File: src/sv/sliding_window_arq_sender_core_macros.svh
// Assertion macros shared by the sender core RTL.
// Depends on nothing; included by modules that assert.
`ifndef SLIDING_WINDOW_ARQ_SENDER_CORE_MACROS_SVH
`define SLIDING_WINDOW_ARQ_SENDER_CORE_MACROS_SVH
// Implication checked every clock outside reset.
`define SWA_ASSERT_IMP(label, clk, rst_n, a, c) \
  label: assert property (@(posedge clk) disable iff (!rst_n) (a) |-> (c)) \
    else $error("implication failed");
// Next-cycle implication checked every clock outside reset.
`define SWA_ASSERT_NXT(label, clk, rst_n, a, c) \
  label: assert property (@(posedge clk) disable iff (!rst_n) (a) |=> (c)) \
    else $error("assertion failed");
`endif

File: src/sv/swarq_pkg.sv
// Package for the sliding-window ARQ sender core: codes, widths and the cell state type.
// Depends on nothing.
package swarq_pkg;
  localparam int SEQ_W = 6;
  localparam int TICK_W = 8;
  localparam int RETRY_W = 6;
  localparam int SLOTS = 64;

  localparam logic [1:0] KIND_SEND = 2'd0;
  localparam logic [1:0] KIND_ACK = 2'd1;
  localparam logic [1:0] KIND_TICK = 2'd2;
  localparam logic [1:0] KIND_NONE = 2'd3;

  localparam logic [2:0] EV_NEW = 3'd0;
  localparam logic [2:0] EV_RETX = 3'd1;
  localparam logic [2:0] EV_REFUSED = 3'd2;
  localparam logic [2:0] EV_ACK_OK = 3'd3;
  localparam logic [2:0] EV_ACK_IGN = 3'd4;
  localparam logic [2:0] EV_GIVE_UP = 3'd5;
  localparam logic [2:0] EV_HALTED = 3'd6;

  localparam logic [1:0] CFG_WINDOW = 2'd0;
  localparam logic [1:0] CFG_TIMEOUT = 2'd1;
  localparam logic [1:0] CFG_RETRIES = 2'd2;

  typedef struct packed {
    logic armed;
    logic [TICK_W-1:0] ticks;
    logic [RETRY_W-1:0] retry;
  } slot_t;

  typedef struct packed {
    logic clear;
    logic decr;
    logic shift;
  } cell_ctl_t;
endpackage

File: src/sv/swarq_cell.sv
// One slot cell of the rotating slot ring; holds armed flag, tick count and retry count.
// Depends on swarq_pkg.
module swarq_cell (
  input  logic                clk,
  input  logic                rst_n,
  input  swarq_pkg::cell_ctl_t ctl,
  input  logic                ld,
  input  swarq_pkg::slot_t    ld_val,
  input  swarq_pkg::slot_t    prev,
  output swarq_pkg::slot_t    q
);
  swarq_pkg::slot_t q_r, q_nxt;

  always_comb begin
    q_nxt = q_r;
    if (ctl.decr && q_r.armed && q_r.ticks != '0) begin
      q_nxt.ticks = q_r.ticks - 1'b1;
    end
    if (ctl.shift) begin
      q_nxt = prev;
    end
    if (ld) begin
      q_nxt = ld_val;
    end
    if (ctl.clear) begin
      q_nxt.armed = 1'b0;
    end
  end

  always_ff @(posedge clk) begin
    if (!rst_n) begin
      q_r.armed <= 1'b0;
    end else begin
      q_r.armed <= q_nxt.armed;
    end
    q_r.ticks <= q_nxt.ticks;
    q_r.retry <= q_nxt.retry;
  end

  assign q = q_r;
endmodule

File: src/sv/sliding_window_arq_sender_core.sv
// Sliding-window ARQ sender core: a ring of 64 slot cells, rotated one place per cycle while it shifts.
// Depends on swarq_pkg, swarq_cell and the macros header.
// Send, refused, ignored-ack and halted words come in the cycle after start; a send stays
// busy while the ring rotates, as do a window write, an accepted ack and a tick, and the
// ack's or tick's last word comes as busy drops. One item at a time; results never wait.
// Synchronous active-low reset sets control and config registers to defaults, disarms every slot.
`include "sliding_window_arq_sender_core_macros.svh"
module sliding_window_arq_sender_core #(
  parameter int MAX_WINDOW = 32
) (
  input  logic       clk,
  input  logic       rst_n,
  input  logic       start,
  output logic       busy,
  input  logic [1:0] in_kind,
  input  logic [5:0] in_ack_number,
  input  logic       in_ack_crc_ok,
  output logic       out_strobe,
  output logic [2:0] out_event_res,
  output logic [5:0] out_sequence_res,
  output logic [5:0] out_free_slots,
  output logic       out_window_full,
  output logic       out_last,
  input  logic       cfg_valid,
  output logic       cfg_ready,
  input  logic [1:0] cfg_index,
  input  logic [7:0] cfg_data
);
  localparam int N = swarq_pkg::SLOTS;
  localparam logic [2:0] ST_IDLE = 3'd0;
  localparam logic [2:0] ST_ACK = 3'd1;
  localparam logic [2:0] ST_DECR = 3'd2;
  localparam logic [2:0] ST_SCAN = 3'd3;
  localparam logic [2:0] ST_ALIGN = 3'd4;

  logic [2:0] st_r, st_nxt;
  logic [5:0] win_r, win_nxt;
  logic [7:0] tmo_r, tmo_nxt;
  logic [5:0] maxr_r, maxr_nxt;
  logic [5:0] lar_r, lar_nxt, lfs_r, lfs_nxt, avail_r, avail_nxt;
  logic gave_r, gave_nxt;
  // rot_r is the sequence number currently held in cell 0.
  logic [5:0] rot_r, rot_nxt;
  logic [5:0] tgt_r, tgt_nxt;
  logic [6:0] cnt_r, cnt_nxt;
  logic [6:0] nres_r, nres_nxt;
  logic stop_r, stop_nxt;
  logic o_stb_r, o_stb_nxt, o_last_r, o_last_nxt;
  logic [2:0] o_ev_r, o_ev_nxt;
  logic [5:0] o_seq_r, o_seq_nxt, o_free_r, o_free_nxt;
  // A scan word is held back until it is known whether another one follows.
  logic pv_r, pv_nxt;
  logic [2:0] p_ev_r, p_ev_nxt;
  logic [5:0] p_seq_r, p_seq_nxt;

  logic [5:0] w_eff;
  logic [6:0] s_sz;
  logic [7:0] t_eff;
  swarq_pkg::slot_t cq [N];
  swarq_pkg::slot_t ld_val;
  logic ld0;
  swarq_pkg::cell_ctl_t ctl;
  logic clr0;
  logic [5:0] nxt_seq, nxt_lar;
  logic [5:0] r_inc;
  logic inwin;

  always_comb begin
    w_eff = (win_r == '0) ? 6'd1 : win_r;
    if (32'(w_eff) > MAX_WINDOW) w_eff = 6'(MAX_WINDOW);
    if (w_eff > 6'd32) w_eff = 6'd32;
  end
  assign s_sz = {w_eff, 1'b0};
  assign t_eff = (tmo_r == '0) ? 8'd1 : tmo_r;

  function automatic logic [5:0] inc_mod(input logic [5:0] v, input logic [6:0] s);
    logic [6:0] t;
    t = {1'b0, v} + 7'd1;
    return (t >= s) ? 6'd0 : t[5:0];
  endfunction

  for (genvar g = 0; g < N; g++) begin : g_cell
    swarq_pkg::cell_ctl_t cell_ctl;
    assign cell_ctl = {((g == 0) ? clr0 : 1'b0), ctl.decr, ctl.shift};
    swarq_cell u_cell (
      .clk(clk), .rst_n(rst_n),
      .ctl(cell_ctl),
      .ld((g == 0) ? ld0 : 1'b0), .ld_val(ld_val),
      .prev(cq[(g + 1) % N]), .q(cq[g])
    );
  end

  always_comb begin
    st_nxt = st_r; win_nxt = win_r; tmo_nxt = tmo_r; maxr_nxt = maxr_r;
    lar_nxt = lar_r; lfs_nxt = lfs_r; avail_nxt = avail_r; gave_nxt = gave_r;
    rot_nxt = rot_r; tgt_nxt = tgt_r; cnt_nxt = cnt_r; nres_nxt = nres_r;
    stop_nxt = stop_r;
    o_stb_nxt = 1'b0; o_last_nxt = 1'b0; o_ev_nxt = o_ev_r; o_seq_nxt = o_seq_r;
    o_free_nxt = o_free_r;
    pv_nxt = pv_r; p_ev_nxt = p_ev_r; p_seq_nxt = p_seq_r;
    ctl = '0; ld0 = 1'b0; clr0 = 1'b0; ld_val = cq[0];
    nxt_seq = inc_mod(lfs_r, s_sz);
    nxt_lar = inc_mod(lar_r, s_sz);
    r_inc = (cq[0].retry == 6'd63) ? 6'd63 : cq[0].retry + 6'd1;
    if (lar_r <= lfs_r) inwin = (lar_r < in_ack_number) && (in_ack_number <= lfs_r);
    else inwin = (lar_r < in_ack_number) || (in_ack_number <= lfs_r);
    unique case (st_r)
      ST_IDLE: begin
        if (cfg_valid && cfg_ready) begin
          unique case (cfg_index)
            swarq_pkg::CFG_WINDOW: begin
              win_nxt = cfg_data[5:0];
              st_nxt = ST_ALIGN; cnt_nxt = '0; nres_nxt = '0; avail_nxt = '0;
              lar_nxt = '0; lfs_nxt = '0; gave_nxt = 1'b0;
            end
            swarq_pkg::CFG_TIMEOUT: tmo_nxt = cfg_data;
            swarq_pkg::CFG_RETRIES: maxr_nxt = cfg_data[5:0];
            default: ;
          endcase
        end else if (start && in_kind != swarq_pkg::KIND_NONE) begin
          o_free_nxt = avail_r;
          o_seq_nxt = '0;
          if (gave_r) begin
            o_stb_nxt = 1'b1; o_last_nxt = 1'b1; o_ev_nxt = swarq_pkg::EV_HALTED;
          end else if (in_kind == swarq_pkg::KIND_SEND) begin
            o_stb_nxt = 1'b1; o_last_nxt = 1'b1;
            if (avail_r == '0) begin
              o_ev_nxt = swarq_pkg::EV_REFUSED;
            end else begin
              o_ev_nxt = swarq_pkg::EV_NEW; o_seq_nxt = nxt_seq;
              lfs_nxt = nxt_seq; avail_nxt = avail_r - 6'd1; o_free_nxt = avail_r - 6'd1;
              tgt_nxt = nxt_seq; stop_nxt = 1'b0;
              st_nxt = ST_ALIGN; cnt_nxt = 7'd1;
            end
          end else if (in_kind == swarq_pkg::KIND_ACK) begin
            if (in_ack_crc_ok && {1'b0, in_ack_number} < s_sz && inwin) begin
              tgt_nxt = in_ack_number; st_nxt = ST_ACK;
            end else begin
              o_stb_nxt = 1'b1; o_last_nxt = 1'b1; o_ev_nxt = swarq_pkg::EV_ACK_IGN;
            end
          end else begin
            st_nxt = ST_DECR;
          end
        end
      end
      ST_ACK: begin
        // Rotate the ring until the freed slot sits in cell 0, then disarm it.
        if (rot_r == nxt_lar) begin
          clr0 = 1'b1;
          lar_nxt = nxt_lar;
          if (avail_r < w_eff) avail_nxt = avail_r + 6'd1;
          if (nxt_lar == tgt_r) begin
            st_nxt = ST_IDLE; o_stb_nxt = 1'b1; o_last_nxt = 1'b1;
            o_ev_nxt = swarq_pkg::EV_ACK_OK; o_seq_nxt = '0;
            o_free_nxt = (avail_r < w_eff) ? avail_r + 6'd1 : avail_r;
          end
        end else begin
          ctl.shift = 1'b1; rot_nxt = 6'(rot_r + 6'd1);
        end
      end
      ST_DECR: begin
        ctl.decr = 1'b1;
        st_nxt = ST_ALIGN; cnt_nxt = 7'd2; tgt_nxt = nxt_lar;
        nres_nxt = '0; stop_nxt = 1'b0;
      end
      ST_ALIGN: begin
        if (cnt_r == 7'd0) begin
          // Window reset: sweep the ring once, disarming every cell.
          clr0 = 1'b1; ctl.shift = 1'b1; rot_nxt = 6'(rot_r + 6'd1);
          nres_nxt = 7'(nres_r + 7'd1);
          if (nres_r == 7'd63) begin
            st_nxt = ST_IDLE; avail_nxt = w_eff;
          end
        end else if (rot_r != tgt_r) begin
          ctl.shift = 1'b1; rot_nxt = 6'(rot_r + 6'd1);
        end else if (cnt_r == 7'd1) begin
          ld0 = 1'b1;
          ld_val = '{armed: 1'b1, ticks: t_eff, retry: '0};
          st_nxt = ST_IDLE;
        end else begin
          st_nxt = ST_SCAN; cnt_nxt = s_sz;
        end
      end
      ST_SCAN: begin
        if (cnt_r == '0 || stop_r) begin
          st_nxt = ST_IDLE;
          if (pv_r) begin
            o_stb_nxt = 1'b1; o_last_nxt = 1'b1; o_ev_nxt = p_ev_r; o_seq_nxt = p_seq_r;
            o_free_nxt = avail_r; pv_nxt = 1'b0;
          end
        end else if ({1'b0, rot_r} >= s_sz) begin
          // Cells above the sequence space are passed over on the way back to zero.
          ctl.shift = 1'b1; rot_nxt = 6'(rot_r + 6'd1);
        end else if (cq[0].armed && cq[0].ticks == '0) begin
          ld0 = 1'b1;
          ld_val.retry = r_inc;
          nres_nxt = 7'(nres_r + 7'd1);
          pv_nxt = 1'b1; p_seq_nxt = rot_r;
          if (pv_r) begin
            o_stb_nxt = 1'b1; o_ev_nxt = p_ev_r; o_seq_nxt = p_seq_r; o_free_nxt = avail_r;
          end
          if (r_inc > maxr_r) begin
            p_ev_nxt = swarq_pkg::EV_GIVE_UP; gave_nxt = 1'b1; stop_nxt = 1'b1;
          end else begin
            ld_val.ticks = t_eff;
            p_ev_nxt = swarq_pkg::EV_RETX;
            if (nres_r == 7'd31) stop_nxt = 1'b1;
          end
        end else begin
          cnt_nxt = cnt_r - 7'd1;
          rot_nxt = 6'(rot_r + 6'd1);
          ctl.shift = 1'b1;
        end
      end
      default: st_nxt = ST_IDLE;
    endcase
  end

  always_ff @(posedge clk) begin
    if (!rst_n) begin
      st_r <= ST_IDLE; win_r <= 6'd4; tmo_r <= 8'd3; maxr_r <= 6'd25;
      lar_r <= '0; lfs_r <= '0; avail_r <= 6'd4; gave_r <= 1'b0; rot_r <= '0;
      tgt_r <= '0; cnt_r <= '0; nres_r <= '0; stop_r <= 1'b0;
      o_stb_r <= 1'b0; o_last_r <= 1'b0; pv_r <= 1'b0;
    end else begin
      st_r <= st_nxt; win_r <= win_nxt; tmo_r <= tmo_nxt; maxr_r <= maxr_nxt;
      lar_r <= lar_nxt; lfs_r <= lfs_nxt; avail_r <= avail_nxt; gave_r <= gave_nxt;
      rot_r <= rot_nxt; tgt_r <= tgt_nxt; cnt_r <= cnt_nxt; nres_r <= nres_nxt;
      stop_r <= stop_nxt; o_stb_r <= o_stb_nxt; o_last_r <= o_last_nxt; pv_r <= pv_nxt;
    end
    o_ev_r <= o_ev_nxt; o_seq_r <= o_seq_nxt; o_free_r <= o_free_nxt;
    p_ev_r <= p_ev_nxt; p_seq_r <= p_seq_nxt;
  end

  assign busy = (st_r != ST_IDLE);
  assign cfg_ready = (st_r == ST_IDLE) && !start;
  assign out_strobe = o_stb_r;
  assign out_event_res = o_ev_r;
  assign out_sequence_res = o_seq_r;
  assign out_free_slots = o_free_r;
  assign out_window_full = (o_free_r == '0);
  assign out_last = o_last_r;

  `SWA_ASSERT_IMP(a_free_bound, clk, rst_n, 1'b1, avail_r <= w_eff)
  `SWA_ASSERT_IMP(a_last_strobe, clk, rst_n, out_last, out_strobe)
  `SWA_ASSERT_NXT(a_start_busy, clk, rst_n, start && !busy && in_kind == swarq_pkg::KIND_TICK && !gave_r, busy)
endmodule

File: config.mk
export PLATFORM = sky130hd
export DESIGN_NAME = sliding_window_arq_sender_core
export DESIGN_NICKNAME = d
export VERILOG_FILES = /design/src/sv/swarq_pkg.sv /design/src/sv/swarq_cell.sv /design/src/sv/sliding_window_arq_sender_core.sv
export VERILOG_INCLUDE_DIRS = /design/src /design/src/sv
export SDC_FILE = /design/constraint.sdc
export NUM_CORES = 2
export LEC_CHECK = 0
export BUFFER_PORTS_ARGS = -buffer_cell sky130_fd_sc_hd__buf_2
export CAP_MARGIN = 20
export CORE_MARGIN = 4
export CORE_UTILIZATION = 57
export CTS_CLUSTER_SIZE = 14
export DETAILED_ROUTE_END_ITERATION = 16
export GPL_TIMING_DRIVEN = 0
export PLACE_DENSITY = 0.77
export SLEW_MARGIN = 20
export SYNTH_ARGS = -nofsm -noshare
export SYNTH_HDL_FRONTEND = slang
export SYNTH_SLANG_ARGS = --single-unit
File: constraint.sdc
create_clock -name clk -period 10.97 [get_ports clk]
set_input_delay 0.5485 -clock clk [delete_from_list [all_inputs] [get_ports clk]]
set_output_delay 0.5485 -clock clk [all_outputs]
set_load 0.02 [all_outputs]
==> reports/results.env <==
RUN_STATUS='finished clean'
NUMBER_OF_BUFFERS_ON_THE_LONGEST_CLOCK_PATH=3
DRT-WIRELENGTH-PER-CELL_UM=19.6
CTS-BUFFERS-INSERTED=107
CTS_MAX_LEVEL=3
WORST_PATH_LARGEST_CELL_DELAY_NS=0.94
DIE_HEIGHT_UM=305
LAYOUT_COMMONEST_CELL='edfxtp_1'
DRIVE_ABOVE_1_SHARE_PCT=6.40
TRITONCTS='done'
CRIT_PATH_START_KIND='flop'
DETAILEDROUTE.FIRSTPASSITERATIONCOUNT=6
CLKLATENCYLATEPIN_NS=0.71
SEQ_AREA_FRAC_SYNTH_PCT=60.1
FINALSETUPTNS_NS=0
FLOORPLAN.DIE_AREA_UM2=93300
CRIT_FAMILY='compound AO/OA/AOI/OAI gates'
VIA_COUNT=35000
LEAKAGE_nW=18.3
GRT_PASS1_VIAS=34200
POWER_DENSITY_nW_PER_UM2=254
LAYOUT_SETUP_WS_NS=4.87
TOTAL_DESIGN_POWER_mW=14.2
WORST_SETUP_HOLD_PATH_CLK_SLEW_NS=0.07
YS_FF_LATCH=1054
ROWS=108
NUMBER_OF_SYNTHESIZED_FLOPS_WITH_AN_ENABLE_PIN=918
LAYOUT.CELLS.MOST_COMMON_LIST='918 x edfxtp_1, 855 x nand2_1, 360 x o21ai_0'
DIE_WIDTH_UM=305
PRECTSSETUPSLACK_NS=4.96
POST_SYNTH_INSTANCE_AREA_UM2=50400
SLEW_HEADROOM_PCT=19.9
SYNTH.LIB_CELLS_USED.DISTINCT=75
CTS_HOLD_BUFFERS=0
WORST_HOLD_END='maxr_r[3]'
SYN_AREA_PER_CELL_UM2=11.2
REGTOREGSTARTPOINT='win_r[5]'
CRIT_PATH_FREQUENT_CELL='clkbuf_1'
END_KIND='flop'
GRTUSAGETOTAL_PCT=24.2
SYNTH_AREA_LEADER='edfxtp_1'
YOSYSTOPAREACELLSHARE_PCT=54.7
CRITPATHSLOWESTCELL='clkbuf_1'
CRITPATHREQUIREDTIME_NS=11.21
WORST_PIN_SLEW_NS=1.20
CTS_NUM_SINKS=1054
SYN_TO_FINAL_GROWTH_PCT=10.5
GLOBALPLACE.CONGESTION=0.936
NUMBER_OF_NETS_IN_THE_FINISHED_DESIGN=4864
SYNTH.NET_COUNT=4710
GLOBALROUTEOVERFLOWTOTAL=0
HOLD_DEPTH=3
CRITPATHARRIVALTIME_NS=6.34
DRV_CAP=0
FIN_CRIT_NS=6.10
TIMING.CRITICAL_PATH.CELLS='clkbuf_1, inv_1, nand2_1, ha_1, nor2b_1, a311o_1, a21o_1, o41ai_1, o211a_1, a31o_4, clkbuf_1, clkbuf_1, o21ai_0'
REPORT.FINAL.SETUP_VIOL=0
DETAILEDROUTE.FIRSTITERATIONVIOLATIONS=3508
DOMINANTREGCELLSYNTH='edfxtp_1'
SLEW_VIOL_FINAL=0
DETAIL-ROUTE-ANTENNA-NETS=0
ROUTE.DETAILED.DRC=0
HOLDCRITPATHCLASS='input port to flop'
YOSYS_WARNINGS=0
POST_CTS_BUFFERS=0
POST_SYNTH_INST_COUNT=4502
PLACE.PORT_BUFFERS=40
IOS=43
POST_CTS_RESIZED=0
VDD.IR_DROP.WORST_uV=245
VIA_PER_INST=5.93
ANTENNA_FOUND_INITIAL=2
R2R_END='g_cell[19].u_cell.q[11]'
FINAL_HOLD_VIOL_COUNT=0
GLOBAL_ROUTE_WIRE_LENGTH_BEFORE_REPAIR_MM=185
PIN_COUNT_OF_THE_BIGGEST_NET_ENTERING_GLOBAL_ROUTING=91
SYNTHTOPCELLSBYAREA='edfxtp_1 55%, nand2_1 6.4%, xnor2_1 5.6%'
FINAL_MIN_PERIOD_OVER_CLOCK_PERIOD_PCT=55.6
WORSTPATHBUFFERINVERTERCOUNT=4
CORE_REGION_AREA_UM2=87300
N_ANTENNA_CELL=0
POST-ROUTE-UTIL_PCT=63.8
YS_ASYNC_SR_FRACTION_PCT=0
R2R_SLACK_NS=4.87
CTS_ROOT_BUFFER='clkbuf_16'
POSTROUTEWIRELENGTH_MM=116
GRT_SETUP_UNREPAIRED='no'
MAXCLOCKFREQUENCY_GHz=0.164
FLOORPLAN.INITIALDENSITY_PCT=57.8
PLACE_HPWL_MM=76.5
CP_MAX_FO=10
HOLDCRITSTARTPOINT='cfg_data[3]'
WORST-SETUP-PATH-TYPE='flop to flop'
FIN_WORST_SKEW_NS=0.0791
WORSTREGTOREGCELLS=13
==> layer usage <==
metal	routed length [µm]	track usage [%]
met4	3380	7.38
met5	13	0
met3	8280	3.60
met1	49800	34.6
met2	54000	38.9
==> sequential cells by signal (all words and copies together) (netlist names), 3 cells and up <==
| register | count |
|---|---|
| g_cell.u_cell.q | 960 |
| tmo_r | 8 |
| cnt_r | 7 |
| nres_r | 7 |
| avail_r | 6 |
| lar_r | 6 |
| lfs_r | 6 |
| maxr_r | 6 |
| out_free_slots | 6 |
| out_sequence_res | 6 |
| p_seq_r | 6 |
| rot_r | 6 |
| tgt_r | 6 |
| win_r | 6 |
| out_event_res | 3 |
| st_r | 3 |
==> tightest hold or removal path, cell delays in order <==
cell and delay, ns:
buf_2 0.13, mux2i_1 0.07, nand2_1 0.06
==> worst max-delay path by stage <==
stage	startpoint	to	cells past startpoint
after global placement	win_r[5]	g_cell[63].u_cell.q[7]	15
after detailed placement	win_r[5]	g_cell[21].u_cell.q[11]	13
final	win_r[5]	g_cell[19].u_cell.q[11]	13
after floorplan	lar_r[1]	g_cell[59].u_cell.q[7]	15
after global routing	win_r[5]	g_cell[19].u_cell.q[7]	13
after CTS	win_r[5]	g_cell[22].u_cell.q[7]	13
==> cell families (layout without fill, tap and decap cells) <==
| kind of cell | after synthesis | after routing | share of synthesized area [%] |
|---|---|---|---|
| AND/OR/NAND/NOR | 1531 | 1531 | 14.2 |
| flip-flops | 1054 | 1054 | 60.1 |
| AO/OA/AOI/OAI | 881 | 881 | 9.64 |
| buffers and inverters | 417 | 662 | 3.88 |
| XOR/XNOR | 407 | 407 | 7.10 |
| adder cells (fa/ha/maj) | 186 | 186 | 4.61 |
| multiplexers | 26 | 26 | 0.516 |
==> cells in the mapped netlist, types with 8 or more instances <==
master    count
a21o_1        9
a21oi_1     127
a22o_1        8
a31oi_1      20
buf_2        27
buf_6        47
clkbuf_1    108
dfxtp_1     136
edfxtp_1    918
ha_1        185
inv_1       228
mux2i_1      26
nand2_1     855
nand2b_1     17
nand3_1      47
nand4_1       8
nor2_1      209
nor2b_1      10
nor3_1       85
nor4_1       76
nor4b_1     114
o21a_1       12
o21ai_0     414
o21ai_1     198
o31ai_1      11
or3_1        14
or4_1        63
xnor2_1     322
xor2_1       84
==> where the power goes <==
part / internal, mW / total, mW / switching, mW
sequential: 6.04 / 6.86 / 0.829
combinational: 1.29 / 3.65 / 2.36
clock: 2.07 / 3.66 / 1.59
==> layout make-up <==
| type | count | area [µm²] |
|---|---|---|
| Buffer | 184 | 1090 |
| Clock buffer | 145 | 2920 |
| Clock inverter | 55 | 612 |
| Fill cell | 6678 | 31600 |
| Inverter | 233 | 875 |
| Multi-Input combinational cell | 3031 | 18200 |
| Sequential cell | 1054 | 30300 |
| Tap cell | 1155 | 1450 |
| Timing Repair Buffer | 45 | 318 |
==> stage by stage <==
| step | area (µm²) | hold slack [ns] | std cells |
|---|---|---|---|
| floorplan | 50400 | 0.400 | 4502 |
| global placement | 52100 | 0.402 | 5697 |
| detailed placement | 52200 | 0.405 | 5702 |
| CTS | 55700 | 0.0825 | 5902 |
| global route | 55700 | 0.107 | 5902 |
| finish | 55700 | 0.128 | 5902 |
No activity file was read; power rests on OpenSTA's default activity.
